**src/rtl/core/pvs_pkg.sv**
```systemverilog
// ---------------------------------------------------------------------------
// pvs_pkg
// Types, constants and register map of the purge valve sequencer.
// ---------------------------------------------------------------------------
package pvs_pkg;

  localparam int VALVE_COUNT = 8;
  localparam int VALVE_IDX_W = 3;
  localparam int DRIVE_W     = 8;
  localparam int APB_ADDR_W  = 5;
  localparam int APB_DATA_W  = 32;

  localparam logic [15:0] TICKS_PER_SECOND = 16'd1000;
  localparam logic [7:0]  LOCKOUT_TICKS    = 8'd200;
  localparam logic [VALVE_IDX_W:0] VALVE_LIMIT = (VALVE_IDX_W + 1)'(VALVE_COUNT);

  typedef enum logic [1:0] {
    PH_WAIT  = 2'd0,
    PH_PULSE = 2'd1,
    PH_PAUSE = 2'd2,
    PH_GAP   = 2'd3
  } phase_e;

  typedef enum logic [1:0] {
    MODE_PRESSURE = 2'd0,
    MODE_TIMED    = 2'd1,
    MODE_BUTTON   = 2'd2,
    MODE_NEVER    = 2'd3
  } trig_mode_e;

  typedef enum logic [2:0] {
    REG_TRIGGER_MODE = 3'd0,
    REG_PULSE_TICKS  = 3'd1,
    REG_PAUSE_SEC    = 3'd2,
    REG_SERIES_SEC   = 3'd3,
    REG_PRESS_LIMIT  = 3'd4,
    REG_GAP_SEC      = 3'd5,
    REG_ROUNDS       = 3'd6
  } reg_idx_e;

  typedef struct packed {
    trig_mode_e  trigger_mode;
    logic [15:0] pulse_ticks;
    logic [15:0] pause_seconds;
    logic [15:0] series_seconds;
    logic [15:0] pressure_limit;
    logic [15:0] round_gap_seconds;
    logic [7:0]  rounds_per_series;
  } pvs_cfg_t;

  typedef struct packed {
    logic [DRIVE_W-1:0]     valve_drive;
    phase_e                 phase;
    logic [VALVE_IDX_W-1:0] valve_index;
    logic                   button_locked;
  } pvs_result_t;

endpackage

```
**src/rtl/core/pvs_cfg_regs.sv**
```systemverilog
// ---------------------------------------------------------------------------
// pvs_cfg_regs
// APB-style configuration registers of the purge valve sequencer.
// ---------------------------------------------------------------------------
module pvs_cfg_regs import pvs_pkg::*; (
  input  logic                  clk_i,
  input  logic                  rst_ni,
  input  logic                  psel,
  input  logic                  penable,
  input  logic                  pwrite,
  input  logic [APB_ADDR_W-1:0] paddr,
  input  logic [APB_DATA_W-1:0] pwdata,
  output logic [APB_DATA_W-1:0] prdata,
  output logic                  pready,
  output pvs_cfg_t              cfg_o
);

  pvs_cfg_t cfg_q;
  logic     wr_en;

  assign pready = 1'b1;
  assign wr_en  = psel & penable & pwrite;
  assign cfg_o  = cfg_q;

  always_ff @(posedge clk_i or negedge rst_ni) begin
    if (!rst_ni) begin
      cfg_q.trigger_mode      <= MODE_BUTTON;
      cfg_q.pulse_ticks       <= 16'd300;
      cfg_q.pause_seconds     <= 16'd3;
      cfg_q.series_seconds    <= 16'(15 * 60);
      cfg_q.pressure_limit    <= 16'd0;
      cfg_q.round_gap_seconds <= 16'd0;
      cfg_q.rounds_per_series <= 8'd1;
    end else if (wr_en) begin
      case (paddr[APB_ADDR_W-1:2])
        REG_TRIGGER_MODE: cfg_q.trigger_mode      <= trig_mode_e'(pwdata[1:0]);
        REG_PULSE_TICKS:  cfg_q.pulse_ticks       <= pwdata[15:0];
        REG_PAUSE_SEC:    cfg_q.pause_seconds     <= pwdata[15:0];
        REG_SERIES_SEC:   cfg_q.series_seconds    <= pwdata[15:0];
        REG_PRESS_LIMIT:  cfg_q.pressure_limit    <= pwdata[15:0];
        REG_GAP_SEC:      cfg_q.round_gap_seconds <= pwdata[15:0];
        REG_ROUNDS:       cfg_q.rounds_per_series <= pwdata[7:0];
        default: ;
      endcase
    end
  end

  always_comb begin
    case (paddr[APB_ADDR_W-1:2])
      REG_TRIGGER_MODE: prdata = APB_DATA_W'(cfg_q.trigger_mode);
      REG_PULSE_TICKS:  prdata = APB_DATA_W'(cfg_q.pulse_ticks);
      REG_PAUSE_SEC:    prdata = APB_DATA_W'(cfg_q.pause_seconds);
      REG_SERIES_SEC:   prdata = APB_DATA_W'(cfg_q.series_seconds);
      REG_PRESS_LIMIT:  prdata = APB_DATA_W'(cfg_q.pressure_limit);
      REG_GAP_SEC:      prdata = APB_DATA_W'(cfg_q.round_gap_seconds);
      REG_ROUNDS:       prdata = APB_DATA_W'(cfg_q.rounds_per_series);
      default:          prdata = '0;
    endcase
  end

endmodule

```
**src/rtl/core/pvs_core.sv**
```systemverilog
// ---------------------------------------------------------------------------
// pvs_core
// Sequencer state and its per-tick update, registered on update_i.
// ---------------------------------------------------------------------------
module pvs_core import pvs_pkg::*; (
  input  logic        clk_i,
  input  logic        rst_ni,
  input  pvs_cfg_t    cfg_i,
  input  logic        update_i,
  input  logic        tick_i,
  input  logic [15:0] pressure_i,
  input  logic        start_request_i,
  output pvs_result_t result_o
);

  phase_e                 phase_q, phase_d;
  logic [VALVE_IDX_W-1:0] valve_q, valve_d;
  logic [15:0]            tick_cnt_q, tick_cnt_d;
  logic [15:0]            sec_cnt_q, sec_cnt_d;
  logic [7:0]             round_cnt_q, round_cnt_d;
  logic                   lock_q, lock_d;
  logic [7:0]             lock_cnt_q, lock_cnt_d;
  logic [VALVE_IDX_W:0]   valve_inc;
  logic [7:0]             round_inc;
  logic                   sec_roll;

  always_comb begin
    phase_d     = phase_q;
    valve_d     = valve_q;
    tick_cnt_d  = tick_cnt_q;
    sec_cnt_d   = sec_cnt_q;
    round_cnt_d = round_cnt_q;
    lock_d      = lock_q;
    lock_cnt_d  = lock_cnt_q;
    valve_inc   = {1'b0, valve_q} + (VALVE_IDX_W + 1)'(1);
    round_inc   = round_cnt_q + 8'd1;
    sec_roll    = 1'b0;

    if (tick_i) begin
      tick_cnt_d = tick_cnt_q + 16'd1;
      sec_roll   = (tick_cnt_d >= TICKS_PER_SECOND);

      // Advance the button lockout; release once past its length.
      if (lock_q) begin
        lock_cnt_d = lock_cnt_q + 8'd1;
        if (lock_cnt_d > LOCKOUT_TICKS) begin
          lock_d     = 1'b0;
          lock_cnt_d = 8'd0;
        end
      end

      // Force the series wait to expire on high pressure.
      if (cfg_i.trigger_mode == MODE_PRESSURE && pressure_i > cfg_i.pressure_limit &&
          phase_q == PH_WAIT) begin
        sec_cnt_d = cfg_i.series_seconds;
      end

      case (phase_q)
        PH_WAIT: begin
          if (cfg_i.trigger_mode == MODE_TIMED && sec_roll) begin
            sec_cnt_d  = sec_cnt_d + 16'd1;
            tick_cnt_d = 16'd0;
          end
          if (sec_cnt_d >= cfg_i.series_seconds) begin
            phase_d    = PH_PULSE;
            sec_cnt_d  = 16'd0;
            tick_cnt_d = 16'd0;
          end
        end
        PH_GAP: begin
          if (sec_roll) begin
            sec_cnt_d  = sec_cnt_d + 16'd1;
            tick_cnt_d = 16'd0;
          end
          if (sec_cnt_d >= cfg_i.round_gap_seconds) begin
            phase_d    = PH_PULSE;
            sec_cnt_d  = 16'd0;
            tick_cnt_d = 16'd0;
          end
        end
        PH_PULSE: begin
          if (tick_cnt_d >= cfg_i.pulse_ticks) begin
            phase_d    = PH_PAUSE;
            tick_cnt_d = 16'd0;
          end
        end
        PH_PAUSE: begin
          if (sec_roll) begin
            sec_cnt_d  = sec_cnt_d + 16'd1;
            tick_cnt_d = 16'd0;
          end
          if (sec_cnt_d >= cfg_i.pause_seconds) begin
            // Step to the next valve; close the round after the last one.
            if ({1'b0, valve_inc[VALVE_IDX_W-1:0]} >= VALVE_LIMIT ||
                valve_inc[VALVE_IDX_W-1:0] == '0) begin
              valve_d = '0;
              if (round_inc < cfg_i.rounds_per_series) begin
                round_cnt_d = round_inc;
                phase_d     = PH_GAP;
              end else begin
                round_cnt_d = 8'd0;
                phase_d     = PH_WAIT;
              end
            end else begin
              valve_d = valve_inc[VALVE_IDX_W-1:0];
              phase_d = PH_PULSE;
            end
            sec_cnt_d = 16'd0;
          end
        end
        default: ;
      endcase

      // Forced purge: close all valves and start a series on the next tick.
      if (start_request_i && !lock_d &&
          (cfg_i.trigger_mode == MODE_TIMED || cfg_i.trigger_mode == MODE_BUTTON)) begin
        lock_d     = 1'b1;
        lock_cnt_d = 8'd0;
        phase_d    = PH_WAIT;
        sec_cnt_d  = cfg_i.series_seconds;
        valve_d    = '0;
      end
    end
  end

  always_ff @(posedge clk_i or negedge rst_ni) begin
    if (!rst_ni) begin
      phase_q     <= PH_WAIT;
      valve_q     <= '0;
      tick_cnt_q  <= 16'd0;
      sec_cnt_q   <= 16'd0;
      round_cnt_q <= 8'd0;
      lock_q      <= 1'b0;
      lock_cnt_q  <= 8'd0;
    end else if (update_i) begin
      phase_q     <= phase_d;
      valve_q     <= valve_d;
      tick_cnt_q  <= tick_cnt_d;
      sec_cnt_q   <= sec_cnt_d;
      round_cnt_q <= round_cnt_d;
      lock_q      <= lock_d;
      lock_cnt_q  <= lock_cnt_d;
    end
  end

  assign result_o.valve_drive   = (phase_d == PH_PULSE) ? (DRIVE_W'(1) << valve_d) : '0;
  assign result_o.phase         = phase_d;
  assign result_o.valve_index   = valve_d;
  assign result_o.button_locked = lock_d;

endmodule

```
**src/rtl/core/purge_valve_sequencer_unit.sv**
```systemverilog
// ---------------------------------------------------------------------------
// purge_valve_sequencer_unit
// Top level: input register, sequencer update and result register.
// ---------------------------------------------------------------------------
// Usage:
//   Input channel (in_valid_i / in_stall_o) carries one timer tick per
//   transaction with the latest pressure sample and the button flag. A
//   transaction with tick_i low leaves the state alone but still returns
//   a result showing the current state.
//   Output channel (out_valid_o / out_stall_i) returns exactly one result
//   transaction per input transaction, in order: valve drive, phase,
//   valve index and lockout flag, all taken after the update.
//   The input register captures the transaction at the accepting edge, and
//   out_valid_o rises when the result register loads it from pvs_core.
//   One transaction per cycle is sustained while the receiver does not stall;
//   the rate is set by the state update loop in pvs_core.
//   When the receiver stalls, the result register holds its transaction,
//   the input register fills, and then in_stall_o rises; no transaction
//   is lost or repeated.
//   Reset (rst_ni low) clears all sequencer state and the valid flags of
//   both pipeline registers and loads the register defaults; no sweep
//   follows, so a transaction may be accepted as soon as rst_ni rises.
//   Write configuration over the APB port only while the block is idle.
// ---------------------------------------------------------------------------
module purge_valve_sequencer_unit import pvs_pkg::*; (
  input  logic                   clk_i,
  input  logic                   rst_ni,
  // configuration port
  input  logic                   psel,
  input  logic                   penable,
  input  logic                   pwrite,
  input  logic [APB_ADDR_W-1:0]  paddr,
  input  logic [APB_DATA_W-1:0]  pwdata,
  output logic [APB_DATA_W-1:0]  prdata,
  output logic                   pready,
  // input channel
  input  logic                   in_valid_i,
  output logic                   in_stall_o,
  input  logic                   tick_i,
  input  logic [15:0]            pressure_i,
  input  logic                   start_request_i,
  // output channel
  output logic                   out_valid_o,
  input  logic                   out_stall_i,
  output logic [DRIVE_W-1:0]     valve_drive_o,
  output logic [1:0]             phase_o,
  output logic [VALVE_IDX_W-1:0] valve_index_o,
  output logic                   button_locked_o
);

  pvs_cfg_t    cfg;
  pvs_result_t core_res;

  // input register
  logic        s1_valid_q, s1_valid_d;
  logic        s1_tick_q;
  logic [15:0] s1_pressure_q;
  logic        s1_start_q;

  // result register
  logic        out_valid_q, out_valid_d;
  pvs_result_t out_res_q;

  logic        in_accept;
  logic        advance;

  pvs_cfg_regs u_cfg_regs (
    .clk_i   (clk_i),
    .rst_ni  (rst_ni),
    .psel    (psel),
    .penable (penable),
    .pwrite  (pwrite),
    .paddr   (paddr),
    .pwdata  (pwdata),
    .prdata  (prdata),
    .pready  (pready),
    .cfg_o   (cfg)
  );

  // Move the held transaction forward whenever the result register is
  // free or is being drained this cycle.
  assign advance    = s1_valid_q & ~(out_valid_q & out_stall_i);
  assign in_stall_o = s1_valid_q & ~advance;
  assign in_accept  = in_valid_i & ~in_stall_o;

  pvs_core u_core (
    .clk_i           (clk_i),
    .rst_ni          (rst_ni),
    .cfg_i           (cfg),
    .update_i        (advance),
    .tick_i          (s1_tick_q),
    .pressure_i      (s1_pressure_q),
    .start_request_i (s1_start_q),
    .result_o        (core_res)
  );

  always_comb begin
    s1_valid_d  = in_accept | (s1_valid_q & ~advance);
    out_valid_d = advance | (out_valid_q & out_stall_i);
  end

  always_ff @(posedge clk_i or negedge rst_ni) begin
    if (!rst_ni) begin
      s1_valid_q  <= 1'b0;
      out_valid_q <= 1'b0;
    end else begin
      s1_valid_q  <= s1_valid_d;
      out_valid_q <= out_valid_d;
    end
  end

  // Capture the input payload only on acceptance and the result only on advance; hold both otherwise.
  always_ff @(posedge clk_i) begin
    if (in_accept) begin
      s1_tick_q     <= tick_i;
      s1_pressure_q <= pressure_i;
      s1_start_q    <= start_request_i;
    end
    if (advance) begin
      out_res_q <= core_res;
    end
  end

  assign out_valid_o     = out_valid_q;
  assign valve_drive_o   = out_res_q.valve_drive;
  assign phase_o         = out_res_q.phase;
  assign valve_index_o   = out_res_q.valve_index;
  assign button_locked_o = out_res_q.button_locked;

endmodule

```
**config.mk**
```make
export PLATFORM = sky130hd
export DESIGN_NAME = purge_valve_sequencer_unit
export DESIGN_NICKNAME = d
export VERILOG_FILES = /design/src/rtl/core/pvs_pkg.sv /design/src/rtl/core/pvs_cfg_regs.sv /design/src/rtl/core/pvs_core.sv /design/src/rtl/core/purge_valve_sequencer_unit.sv
export SDC_FILE = /design/constraint.sdc
export NUM_CORES = 1
export LEC_CHECK = 0
export BUFFER_PORTS_ARGS = -buffer_cell sky130_fd_sc_hd__buf_4
export CORE_ASPECT_RATIO = 0.8
export CORE_MARGIN = 10
export CORE_UTILIZATION = 61
export DETAILED_ROUTE_END_ITERATION = 12
export HOLD_SLACK_MARGIN = 0.02
export PLACE_DENSITY = 0.85
export SYNTH_ARGS = -nofsm -noshare
export SYNTH_HDL_FRONTEND = slang
export SYNTH_SLANG_ARGS = --single-unit
```
**constraint.sdc**
```tcl
create_clock -name clk_i -period 6.56 [get_ports clk_i]
set_clock_uncertainty 0.2 [all_clocks]
set_input_delay 0.656 -clock clk_i [delete_from_list [all_inputs] [get_ports clk_i]]
set_output_delay 0.656 -clock clk_i [all_outputs]
set_load 0.05 [all_outputs]
```
==> results_dict.tcl <==
set metrics [dict create \
    synth-async-reset-ratio 0.820 \
    grtUsageMet3 0.0706 \
    clkSinkCount 178 \
    rsz0062_at_grt "no" \
    ir_worst_vdd_v 0.000177 \
    outcome "finished clean" \
    yosysTopAreaCell "dfrtp_1" \
    hold_class "in2async" \
    met2_usage 0.421 \
    first_pass_iters 6 \
    start_util 0.616 \
    crit_arrival_ps 6450 \
    tightest_slew_ps 1190 \
    synth_area_sq_um 12100 \
    use_met1 0.372 \
    synthToLayoutAreaGrowth_pct 11.9 \
    drt_iter0_drc 1551 \
    die_area_sq_um 26000 \
    synth_cell_types 77 \
    avgSynthCellArea_sq_um 8.71 \
    cts_buffers 17 \
    start_kind "register" \
    reg2reg_slack_ps 190 \
    place_ws_ps 306 \
    num_rows 46 \
    pin_count 111 \
    fin_nets 1606 \
    antenna_left 0 \
    clk_latency_ps 450 \
    overflow 0 \
    htreeDepth 4 \
    required_ps 6640 \
    finalCriticalPeriod_ps 6370 \
    final_util 0.689 \
    finalSetupViolCount 0 \
    timing.slew.headroom 0.204 \
    grt_busiest_layer "met2" \
    cts_buffer_depth 2 \
    via_per_inst 6.33 \
    post-route-drc-count 0 \
    die_x_microns 178 \
    drt_wl_total_microns 36000 \
    die_y_microns 146 \
    tritoncts "done" \
    critPathKind "reg2reg" \
    ys_seq_area_frac 0.382 \
    syn_inst 1393 \
    synth_top_area_frac 0.276 \
    setup_ws_ps 190 \
    worstSetupEndpointType "register" \
    leakage_uw 0.00605 \
    clockRootBuffer "clkbuf_16" \
    grt_max_degree 87 \
    grt_use_total 0.276 \
    cap_viol_max_count 0 \
    finalWeightedCongestion 0.994 \
    clkTransAtPathRegs_ps 80 \
    grt_pass1_vias 10500 \
    synth_ff_type "dfrtp_1" \
    antenna_found_initial 1 \
    synth_edf_count 32 \
    dpl.hpwl_microns 26300 \
    grt_pass1_wl_microns 57500 \
    powerDensity_nw_per_um2 356 \
    yosys_warnings 0 \
    routedWlPerCell_microns 20.9 \
    fin_crit_sh 0.971 \
    vias 10900 \
    hold_violations 0 \
    cts_hold_buf 0 \
    io_buffer_count 75 \
    fin_tns_setup_ps 0 \
    fmax_mhz 157 \
    core_area_sq_um 19700 \
    ys_seq_elements 178 \
    drive_gt1_frac 0.129 \
    critPathMaxFanout 8 \
    finalMaxSlewViolations 0 \
    synth_area_leaders "dfrtp_1 (28%), ha_1 (10%), edfxtp_1 (7.9%)" \
]
-- layout make-up --
type	instances	area [sq um]
multi-input cells	1040	6790
fillers	1512	6110
flip-flops and latches	178	4630
repair buffers	104	785
clock buffers	17	425
inverters	106	398
well taps	264	330
clock inverters	15	205
diodes	1	2.50
-- synthesized netlist by cell type (all sizes together) (24+ instances only) --
master,n
a21oi,69
buf,35
clkbuf,49
dfrtp,134
edfxtp,32
ha,97
inv,106
mux2i,42
nand2,201
nand2b,25
nand3,31
nand4,28
nor2,73
o21ai,180
xnor2,24
xor2,24
-- through the flow --
stage          cell area [sq um]  instances  power (uW)  hold slack (ps)
3_5_place_dp               12900       1691        3650              294
5_1_grt                    13600       1724        5130              144
3_3_place_gp               12900       1691        3560              282
6_report                   13600       1725        4830             64.0
4_1_cts                    13500       1723        4750              114
2_1_floorplan              12200       1408        2980              160
-- layout by cell type (no fill, tap or decap), drive strengths merged, types with 5 or more instances in the layout --
cell type	synthesis	routed
xor2	24	24
nor2b	10	10
nand3	31	31
o21ai	180	180
o21a	9	9
and3	19	19
o22ai	5	5
edfxtp	32	32
inv	106	114
a41oi	5	5
a21oi	69	69
ha	97	97
nand4	28	28
a221oi	9	9
o31ai	14	14
a22oi	6	6
nor2	73	73
or3	5	5
clkinv	0	6
a221o	7	7
buf	35	104
conb	2	17
a31oi	13	13
mux2i	42	42
nor4	6	6
xnor2	24	24
nand2	201	201
nand2b	25	25
and2	7	7
mux2	16	16
clkbuf	49	17
nor3	20	20
a22o	5	5
o211ai	6	6
dfstp	12	12
a21o	12	12
a211oi	8	8
dfrtp	134	134
-- metal layers --
metal	part of all wire	vias up
met4	0.033	0
met2	0.46	572
met5	0	-
met1	0.41	5217
li1	-	5036
met3	0.10	92
-- path summary, 6_finish.rpt --
check | start | to | cells after the start
max | u_cfg_regs.cfg_o[36]$_DFFE_PN0P_ | u_core.sec_cnt_q[4]$_DFFE_PN0P_ | 25
min in group clk_i | pressure_i[11] | s1_pressure_q[11]$_DFFE_PP_ | 1
min | rst_ni | u_cfg_regs.cfg_o[19]$_DFFE_PN0P_ | 1
max in group asynchronous | rst_ni | u_cfg_regs.cfg_o[85]$_DFFE_PN0P_ | 2
min reg2reg | u_core.round_cnt_q[7]$_DFFE_PN0P_ | u_core.round_cnt_q[7]$_DFFE_PN0P_ | 2
max reg2reg | u_cfg_regs.cfg_o[36]$_DFFE_PN0P_ | u_core.sec_cnt_q[4]$_DFFE_PN0P_ | 25
-- logic make-up (layout without fill, tap and decap cells) --
family / Yosys count / after routing / share of synthesized area
AND/OR/NAND/NOR: 441 / 441 / 0.174
multiplexers: 59 / 59 / 0.0514
XOR/XNOR: 48 / 48 / 0.0359
AO/OA/AOI/OAI: 378 / 378 / 0.189
other: 2 / 18 / 0.000619
adder cells (fa/ha/maj): 97 / 97 / 0.100
flip-flops: 178 / 178 / 0.382
buffers and inverters: 190 / 242 / 0.0667
-- critical path, stage by stage (launching register included) --
cell and delay [ps]:
dfrtp_1 380, inv_1 210, ha_1 280, nand4_1 160
nor3_1 80, a2111oi_0 400, buf_4 190, a31oi_4 140
mux2_2 320, ha_1 240, nand4_1 100, mux2_2 310
buf_4 160, nor3b_1 270, xnor2_1 230, ha_1 380
nand4_1 100, nor3_1 300, o21ai_0 160, o211ai_1 180
buf_4 170, o21ai_2 140, nand2b_1 290, o21a_1 150
o311ai_0 380, o311ai_0 250
-- sequential cells by signal (all words and copies together) (netlist names) --
name and flops:
u_cfg_regs.cfg_o 90, s1_pressure_q 16, u_core.sec_cnt_q 16, u_core.tick_cnt_q 16, u_core.lock_cnt_q 8, u_core.round_cnt_q 8
valve_drive_o 8, u_core.valve_q 3, valve_index_o 3, phase_o 2, u_core.phase_q 2, button_locked_o 1
out_valid_o 1, s1_start_q 1, s1_tick_q 1, s1_valid_q 1, u_core.lock_q 1
-- timing repair --
| item | in CTS | in global routing |
|---|---|---|
| setup endpoints to repair | 0 | 32 |
| setup buffers | 0 | 1 |
| gates resized for setup | 0 | 7 |
-- power by group --
part	internal (uW)	switching [uW]
clock	558	538
combinational	767	1360
sequential	1370	239
total	2690	2140
No activity file was read; power rests on OpenSTA's default activity.
